`config.mk`:
```
export PLATFORM = sky130hd
export DESIGN_NAME = angd_front
export DESIGN_NICKNAME = d
export VERILOG_FILES = /design/src/angd_pkg.sv /design/src/angd_front.sv
export SDC_FILE = /design/constraint.sdc
export NUM_CORES = 1
export LEC_CHECK = 0
export BUFFER_PORTS_ARGS = -buffer_cell sky130_fd_sc_hd__buf_2
export CORE_MARGIN = 4
export CORE_UTILIZATION = 55
export CTS_BUF_LIST = sky130_fd_sc_hd__clkbuf_8
export DETAILED_ROUTE_END_ITERATION = 10
export PLACE_DENSITY = 0.83
export SLEW_MARGIN = 40
export SYNTH_ARGS = -nofsm -noshare
export SYNTH_HDL_FRONTEND = slang
export SYNTH_SLANG_ARGS = --single-unit
export TNS_END_PERCENT = 30
```
`constraint.sdc`:
```
create_clock -name clock -period 3.8 [get_ports clock]
set_input_delay 0 -clock clock [delete_from_list [all_inputs] [get_ports clock]]
set_output_delay 0 -clock clock [all_outputs]
set_load 0.01 [all_outputs]
```
`src/angd_pkg.sv`:
```
// ----------------------------------------------------------------------------
// angd_pkg
// Shared types and constants of the angle growth hazard detector: field
// widths, the item and result records, configuration registers and states.
// ----------------------------------------------------------------------------
`default_nettype none

package angd_pkg;

   // Field widths fixed by the stream format.
   localparam int SOURCE_W = 2;
   localparam int TIME_W   = 32;
   localparam int ANGLE_W  = 17;
   localparam int CFG_W    = 16;

   // Product widths of the projection test.
   localparam int LHS_W = 33;
   localparam int RHS_W = 51;

   // Configuration register indexes.
   localparam logic [1:0] CSR_WINDOW   = 2'd0;
   localparam logic [1:0] CSR_MIN_DT   = 2'd1;
   localparam logic [1:0] CSR_HORIZON  = 2'd2;
   localparam logic [1:0] CSR_CRITICAL = 2'd3;

   // Configuration reset values.
   localparam logic [CFG_W-1:0]          WINDOW_RESET   = 16'd1000;
   localparam logic [CFG_W-1:0]          MIN_DT_RESET   = 16'd950;
   localparam logic [CFG_W-1:0]          HORIZON_RESET  = 16'd1000;
   localparam logic signed [ANGLE_W-1:0] CRITICAL_RESET = 17'sd34000;

   // Command codes on the input side.
   localparam logic CMD_SAMPLE = 1'b0;
   localparam logic CMD_CLEAR  = 1'b1;

   // What the front decided an item is.
   typedef enum logic [1:0] {
      KIND_SAMPLE,
      KIND_CLEAR,
      KIND_IGNORE
   } item_kind_type;

   typedef struct packed {
      item_kind_type              kind;
      logic [SOURCE_W-1:0]        source;
      logic [TIME_W-1:0]          time_ms;
      logic signed [ANGLE_W-1:0]  angle;
   } item_type;

   typedef struct packed {
      logic [TIME_W-1:0]          time_ms;
      logic signed [ANGLE_W-1:0]  angle;
   } point_type;

   typedef struct packed {
      logic                       hazard;
      logic [SOURCE_W-1:0]        hazard_source;
      logic signed [ANGLE_W-1:0]  current_angle;
      logic signed [ANGLE_W-1:0]  reference_angle;
      logic [TIME_W-1:0]          span_ms;
      logic                       history_overflow;
   } result_type;

   typedef struct packed {
      logic [CFG_W-1:0]           reference_window_ms;
      logic [CFG_W-1:0]           min_dt_ms;
      logic [CFG_W-1:0]           horizon_ms;
      logic signed [ANGLE_W-1:0]  critical_angle;
   } csr_type;

   // Back end sequencer states.
   typedef enum logic [2:0] {
      ST_IDLE,
      ST_APPEND,
      ST_CHECK,
      ST_SECOND,
      ST_REF,
      ST_MUL,
      ST_CMP,
      ST_DONE
   } back_state_type;

endpackage

`default_nettype wire

```
`src/angd_front.sv`:
```
// ----------------------------------------------------------------------------
// angd_front
// Accepts input items, classifies them as sample, clear or ignored sample,
// and holds them in a two-entry queue for the back end.
// ----------------------------------------------------------------------------
`default_nettype none

module angd_front #(
   parameter int SOURCES = 4
) (
   input  wire logic               clock,
   input  wire logic               reset,
   input  wire logic               req_tvalid,
   output logic                    req_tready,
   // [1:0] source, [33:2] time_ms, [50:34] angle, [55:51] zero
   input  wire logic [55:0]        req_tdata,
   // [0] command
   input  wire logic [0:0]         req_tuser,
   output logic                    q_valid,
   output angd_pkg::item_type      q_item,
   input  wire logic               q_pop
);

   angd_pkg::item_type slot_ff [2];
   logic               wr_ptr_ff, wr_ptr_in;
   logic               rd_ptr_ff, rd_ptr_in;
   logic [1:0]         fill_ff, fill_in;
   angd_pkg::item_type item_new;
   logic               push;

   // Classify the incoming item.
   always_comb begin
      item_new.source  = req_tdata[1:0];
      item_new.time_ms = req_tdata[33:2];
      item_new.angle   = $signed(req_tdata[50:34]);
      if (req_tuser[0] == angd_pkg::CMD_CLEAR) begin
         item_new.kind = angd_pkg::KIND_CLEAR;
      end else if (int'(req_tdata[1:0]) < SOURCES) begin
         item_new.kind = angd_pkg::KIND_SAMPLE;
      end else begin
         item_new.kind = angd_pkg::KIND_IGNORE;
      end
   end

   // Queue pointers and fill level.
   assign req_tready = (fill_ff != 2'd2);
   assign push       = req_tvalid && req_tready;
   assign q_valid    = (fill_ff != 2'd0);
   assign q_item     = slot_ff[rd_ptr_ff];

   always_comb begin
      wr_ptr_in = push ? ~wr_ptr_ff : wr_ptr_ff;
      rd_ptr_in = (q_pop && q_valid) ? ~rd_ptr_ff : rd_ptr_ff;
      fill_in   = fill_ff;
      if (push && !(q_pop && q_valid)) begin
         fill_in = fill_ff + 2'd1;
      end else if (!push && q_pop && q_valid) begin
         fill_in = fill_ff - 2'd1;
      end
   end

   always_ff @(posedge clock) begin
      if (reset) begin
         wr_ptr_ff <= 1'b0;
         rd_ptr_ff <= 1'b0;
         fill_ff   <= 2'd0;
      end else begin
         wr_ptr_ff <= wr_ptr_in;
         rd_ptr_ff <= rd_ptr_in;
         fill_ff   <= fill_in;
      end
   end

   // Queue storage needs no reset.
   always_ff @(posedge clock) begin
      if (push) begin
         slot_ff[wr_ptr_ff] <= item_new;
      end
   end

endmodule

`default_nettype wire

```
### After elaboration in Yosys (flattened, before gate mapping)

Memories as Yosys holds them, arrays and structs flattened. A register that Yosys moved wholly into a read port is not among the register bits.
Index checks and enable logic that the tools add are counted.

| operators by class | value |
|---|---|
| add/subtract/negate cells | 2 |
| equal/unequal tests | 1 |
| multiplexer cells | 7 |
| bitwise operators | 2 |
| reductions and logical operators | 9 |

Operator list:

| operator | count |
|---|---|
| logical AND 1 bit | 5 |
| two-way mux 1 bit | 5 |
| two-way mux 2 bit | 2 |
| nonzero test 2 bit | 2 |
| adder 2 x 1 -> 2 bit, second input constant | 1 |
| zero test 1 bit | 2 |
| != test 2 bit, second input constant | 1 |
| NOT 1 bit | 2 |
| subtractor 2 x 1 -> 2 bit, second input constant | 1 |

| storage, ports and cells | value |
|---|---|
| flip-flop bits (word level) | 4 |
| RAM bits | 104 |
| input bits | 61 |
| output and inout port bits | 55 |
| word-level logic and storage cells | 25 |
| memories | 1 |

Memories:

| name | depth | bits a word | read ports | clocked after Yosys merged registers in | write ports | line | text |
|---|---|---|---|---|---|---|---|
| slot_ff | 2 | 52 | 1 | 1 | 1 | angd_front.sv:24 | `angd_pkg::item_type slot_ff [2];` |

### Logic depth before layout (Yosys ltp)

| depth | value |
|---|---|
| word-level depth | 7 |
| depth in mapped cells | 4 |
| gate-level depth less buffers | 3 |

### Worst setup path before layout

OpenSTA, ideal clock, no wires.

| path | value |
|---|---|
| path type | reg2reg |
| start point | register fill_ff[0] |
| end point | memory slot_ff[1][0] (netlist name) (enable) |
| library setup time | 0.415 ns |
| arrival time | 1.929 ns |
| data required time | 3.385 ns |
| slack | 1.456 ns |
| stages on the path, launching flop included | 3 |
| buffers on the path | 0 |
| period minus slack after synthesis | 2.344 ns |
| cells stage by stage | dfxtp_1 -> nand2b_1 -> and3_1 |

| between the ends | value |
|---|---|
| word-level cells in the longest chain between the ends | 4 |

Ends and longest elaborated chain:

| item | line | text |
|---|---|---|
| start, declared | angd_front.sv:27 | `logic [1:0] fill_ff, fill_in;` |
| start signal, assigned | angd_front.sv:70 | `fill_ff <= fill_in;` |
| != test 2 bit | angd_front.sv:46 | `assign req_tready = (fill_ff != 2'd2);` |
| via req_tready | angd_front.sv:14 | `output logic req_tready,` |
| logical AND 1 bit | angd_front.sv:47 | `assign push = req_tvalid && req_tready;` |
| two-way mux 1 bit | angd_front.sv:76 | `if (push) begin` |
| two-way mux 1 bit (implied by the code) | angd_front.sv:77 | `slot_ff[wr_ptr_ff] <= item_new;` |
| end, declared | angd_front.sv:24 |  |

The timed path passes the listed nets, and every way through them passes these cells.

### Worst setup path after layout

| path | value |
|---|---|
| start point | register fill_ff[0] |
| end point | memory slot_ff[1][45] (netlist name) (enable) |

| between the ends | value |
|---|---|
| word-level cells in the longest chain between the ends | 4 |

Ends and longest elaborated chain:

| item | line |
|---|---|
| != test 2 bit | angd_front.sv:46 |
| logical AND 1 bit | angd_front.sv:47 |
| two-way mux 1 bit | angd_front.sv:76 |
| two-way mux 1 bit (implied by the code) | angd_front.sv:77 |

No other way between the ends.

==> results.toml <==
[sta]
fin_hold_viols = 0
report.final.setup_viol = 0
min_period_ns = 1.909
worst_slew_pin_slew_ns = 0.6834
post_route_clock_skew_ns = 0.01193
setup_tns_ns = 0
final_min_period_over_clock_period_pct = 50.24
fin_hold_ws_ns = 0.05068
rsz0062_at_grt = "no"
fmax_mhz = 523.8
relSlewSlack_pct = 54.44
final.setup.worst_slack_ns = 1.891
timing_max_transition_violations_final = 0

[drt]
totalWireLength_um = 7909
detail_route.iter0.violations = 123
drt_pass1_iterations = 6
vias_per_cell = 4.974
final_antenna_net_count = 0
routed_wirelength_normalized_by_instance_count_um = 17.08
route.detailed.drc = 0
total_via_count_after_detailed_routing = 2303

[yosys]
synth.distinct_cells = 22
synth_nets = 252
synth-seq-cells = 109
syn-cell-area_mm2 = 0.004205
avgSynthCellArea_um2 = 22.02
syn_inst = 191
synth_warnings = 0
synth.yosys.seq_area_share_pct = 76.64

[layout]
post-route-util_pct = 76.24
layout.cells.most_common_list = "buf_2 (109), edfxtp_1 (104), dlygate4sd3_1 (54)"
mostFrequentLayoutCell = "buf_2"
num_antenna_cells = 0
area.growth.synth_to_final_pct = 32.91
post_route_cells_drive_above_1_share_pct = 48.63
nets = 421

[power_and_ir_drop]
report.power.total_uw = 2425
p_per_area_mw_per_mm2 = 433.9
power.leakage_uw = 0.002211
max-vdd-ir-drop_uv = 272.3

[floorplanning]
io_pins = 116
fp-row-count = 31
die_w_um = 95.44
initial_core_util_pct = 57.36
floorplan.core_area_mm2 = 0.007331
die_area_mm2 = 0.009109
die_height_um = 95.44

[placement]
portBuffers = 109
gp_routability_congestion = 0.6829
dpl_worst_slack_ns = 1.624
hpwl_um = 4525

[worst_setup_path]
worstSetupStartpointType = "flop"
cp_top_family = "simple AND/OR/NAND/NOR gates"
crit_type = "reg -> reg"
critPathCaptureType = "flop"
cp.required_ns = 3.84
timing.reg2reg.worst_path_depth = 3
worst-path-max-fanout = 35
critical_path_buffers_and_inverters = 1
path_depth = 3
crit_chain = "nand2b_1 -> and3_4 -> buf_4"
maximum_single_stage_delay_on_the_critical_path_ns = 0.54
timing.critical_path.slowest_stage_cell = "and3_4"
cp.arrival_ns = 1.95

[clock_network]
cts_max_level = 3
postCtsResizedCells = 0
cts_max_path_buffers = 2
clock_buffers_created_by_tritoncts = 9
cts_num_sinks = 109
clk-insertion-delay-late_ns = 0.35
post-cts-setup-buffers = 0
tritoncts_clock_tree = "done"
clk_transition_reported_paths_ns = 0.09
master_cell_of_the_clock_root_buffer = "clkbuf_8"

[global_route]
grt_overflow_total = 0
grt_start_max_net_pins = 53
antenna_found_initial = 0
groute.usage.overall_pct = 18.17
first_global_vias = 2437
global_route_wire_length_before_repair_um = 12200

[status]
run_status = "completed"

[run]
drv.max_cap_violation_count = 0

[worst_hold_path]
min_delay_path_depth = 3
worst_hold_path_type = "in -> reg"
worst register-to-register path: cells and delay by family (launching register included):
kind          cells  cell delay, ns
buf+inv           1            0.38
simple gates      2            0.79
flops             1            0.43
sequential cells by signal, summed over array words and instances, names as in the netlist, named ones only:
register,count
slot_ff,104
fill_ff,2
rd_ptr_ff,1
wr_ptr_ff,1
where the power goes:
group	total (µW)	switching, µW	internal, µW
Clock	653	357	296
Combinational	353	151	202
Sequential	1420	28.5	1390
Total	2430	537	1890
Yosys cell counts, drive strengths merged:
master | n | area, µm²
a21bo | 1 | 10.01
a21o | 1 | 7.510
a21oi | 4 | 20.02
and3 | 1 | 6.260
buf | 8 | 73.82
conb | 1 | 3.750
dfxtp | 5 | 100.1
edfxtp | 104 | 3123
inv | 2 | 7.510
mux2 | 52 | 773.2
mux2i | 1 | 10.01
nand2b | 1 | 6.260
nand3b | 2 | 15.01
nor2 | 2 | 7.510
nor3b | 1 | 7.510
o211ai | 1 | 7.510
o21ai | 1 | 5.000
or2 | 2 | 12.51
xor2 | 1 | 8.760
logic make-up after synthesis:
logic type	Yosys count	share of synthesized area, %
DFF	109	76.64
muxes	53	18.63
buffers and inverters	10	1.934
and+or+nand+nor	9	1.309
AOI/OAI and AO/OA	8	1.190
xor gates and xnor gates	1	0.2083
other	1	0.08917
per-stage QoR:
step | instances | cell area [µm²]
floorplan | 191 | 4205
global placement | 392 | 4813
detailed placement | 394 | 4863
CTS | 463 | 5585
global route | 463 | 5589
finish | 463 | 5589
routing by layer:
metal,vias up,GRT usage [%],part of all wire (%)
met5,-,0,0
met4,0,7.701,1.7
met3,13,3.946,4.8
met2,80,34.23,57
met1,1131,19.43,36
li1,1079,-,-
path summary, 6_finish.rpt:
| kind | startpoint | endpoint | slack, ns |
|---|---|---|---|
| max | fill_ff[0] | slot_ff[1][45] | 1.89 |
| max reg2reg | fill_ff[0] | slot_ff[1][45] | 1.89 |
| min | q_pop | fill_ff[0] | 0.05 |
| min reg2reg | rd_ptr_ff | rd_ptr_ff | 0.53 |
cell type report:
cell class                      count  area, µm²
Clock buffer                        9      123.9
Sequential cell                   109       3227
Timing Repair Buffer              166       1141
Clock inverter                      6      57.56
Multi-Input combinational cell     72      905.9
Inverter                            2      10.01
Tap cell                           99      123.9
Fill cell                         423       1742
what timing repair did:
| item | in CTS | in global routing |
|---|---|---|
| hold buffers | 54 | 0 |
| hold endpoints to repair | 109 | 0 |
| setup endpoints to repair | 0 | 0 |
(Power assumes the default switching activity.)
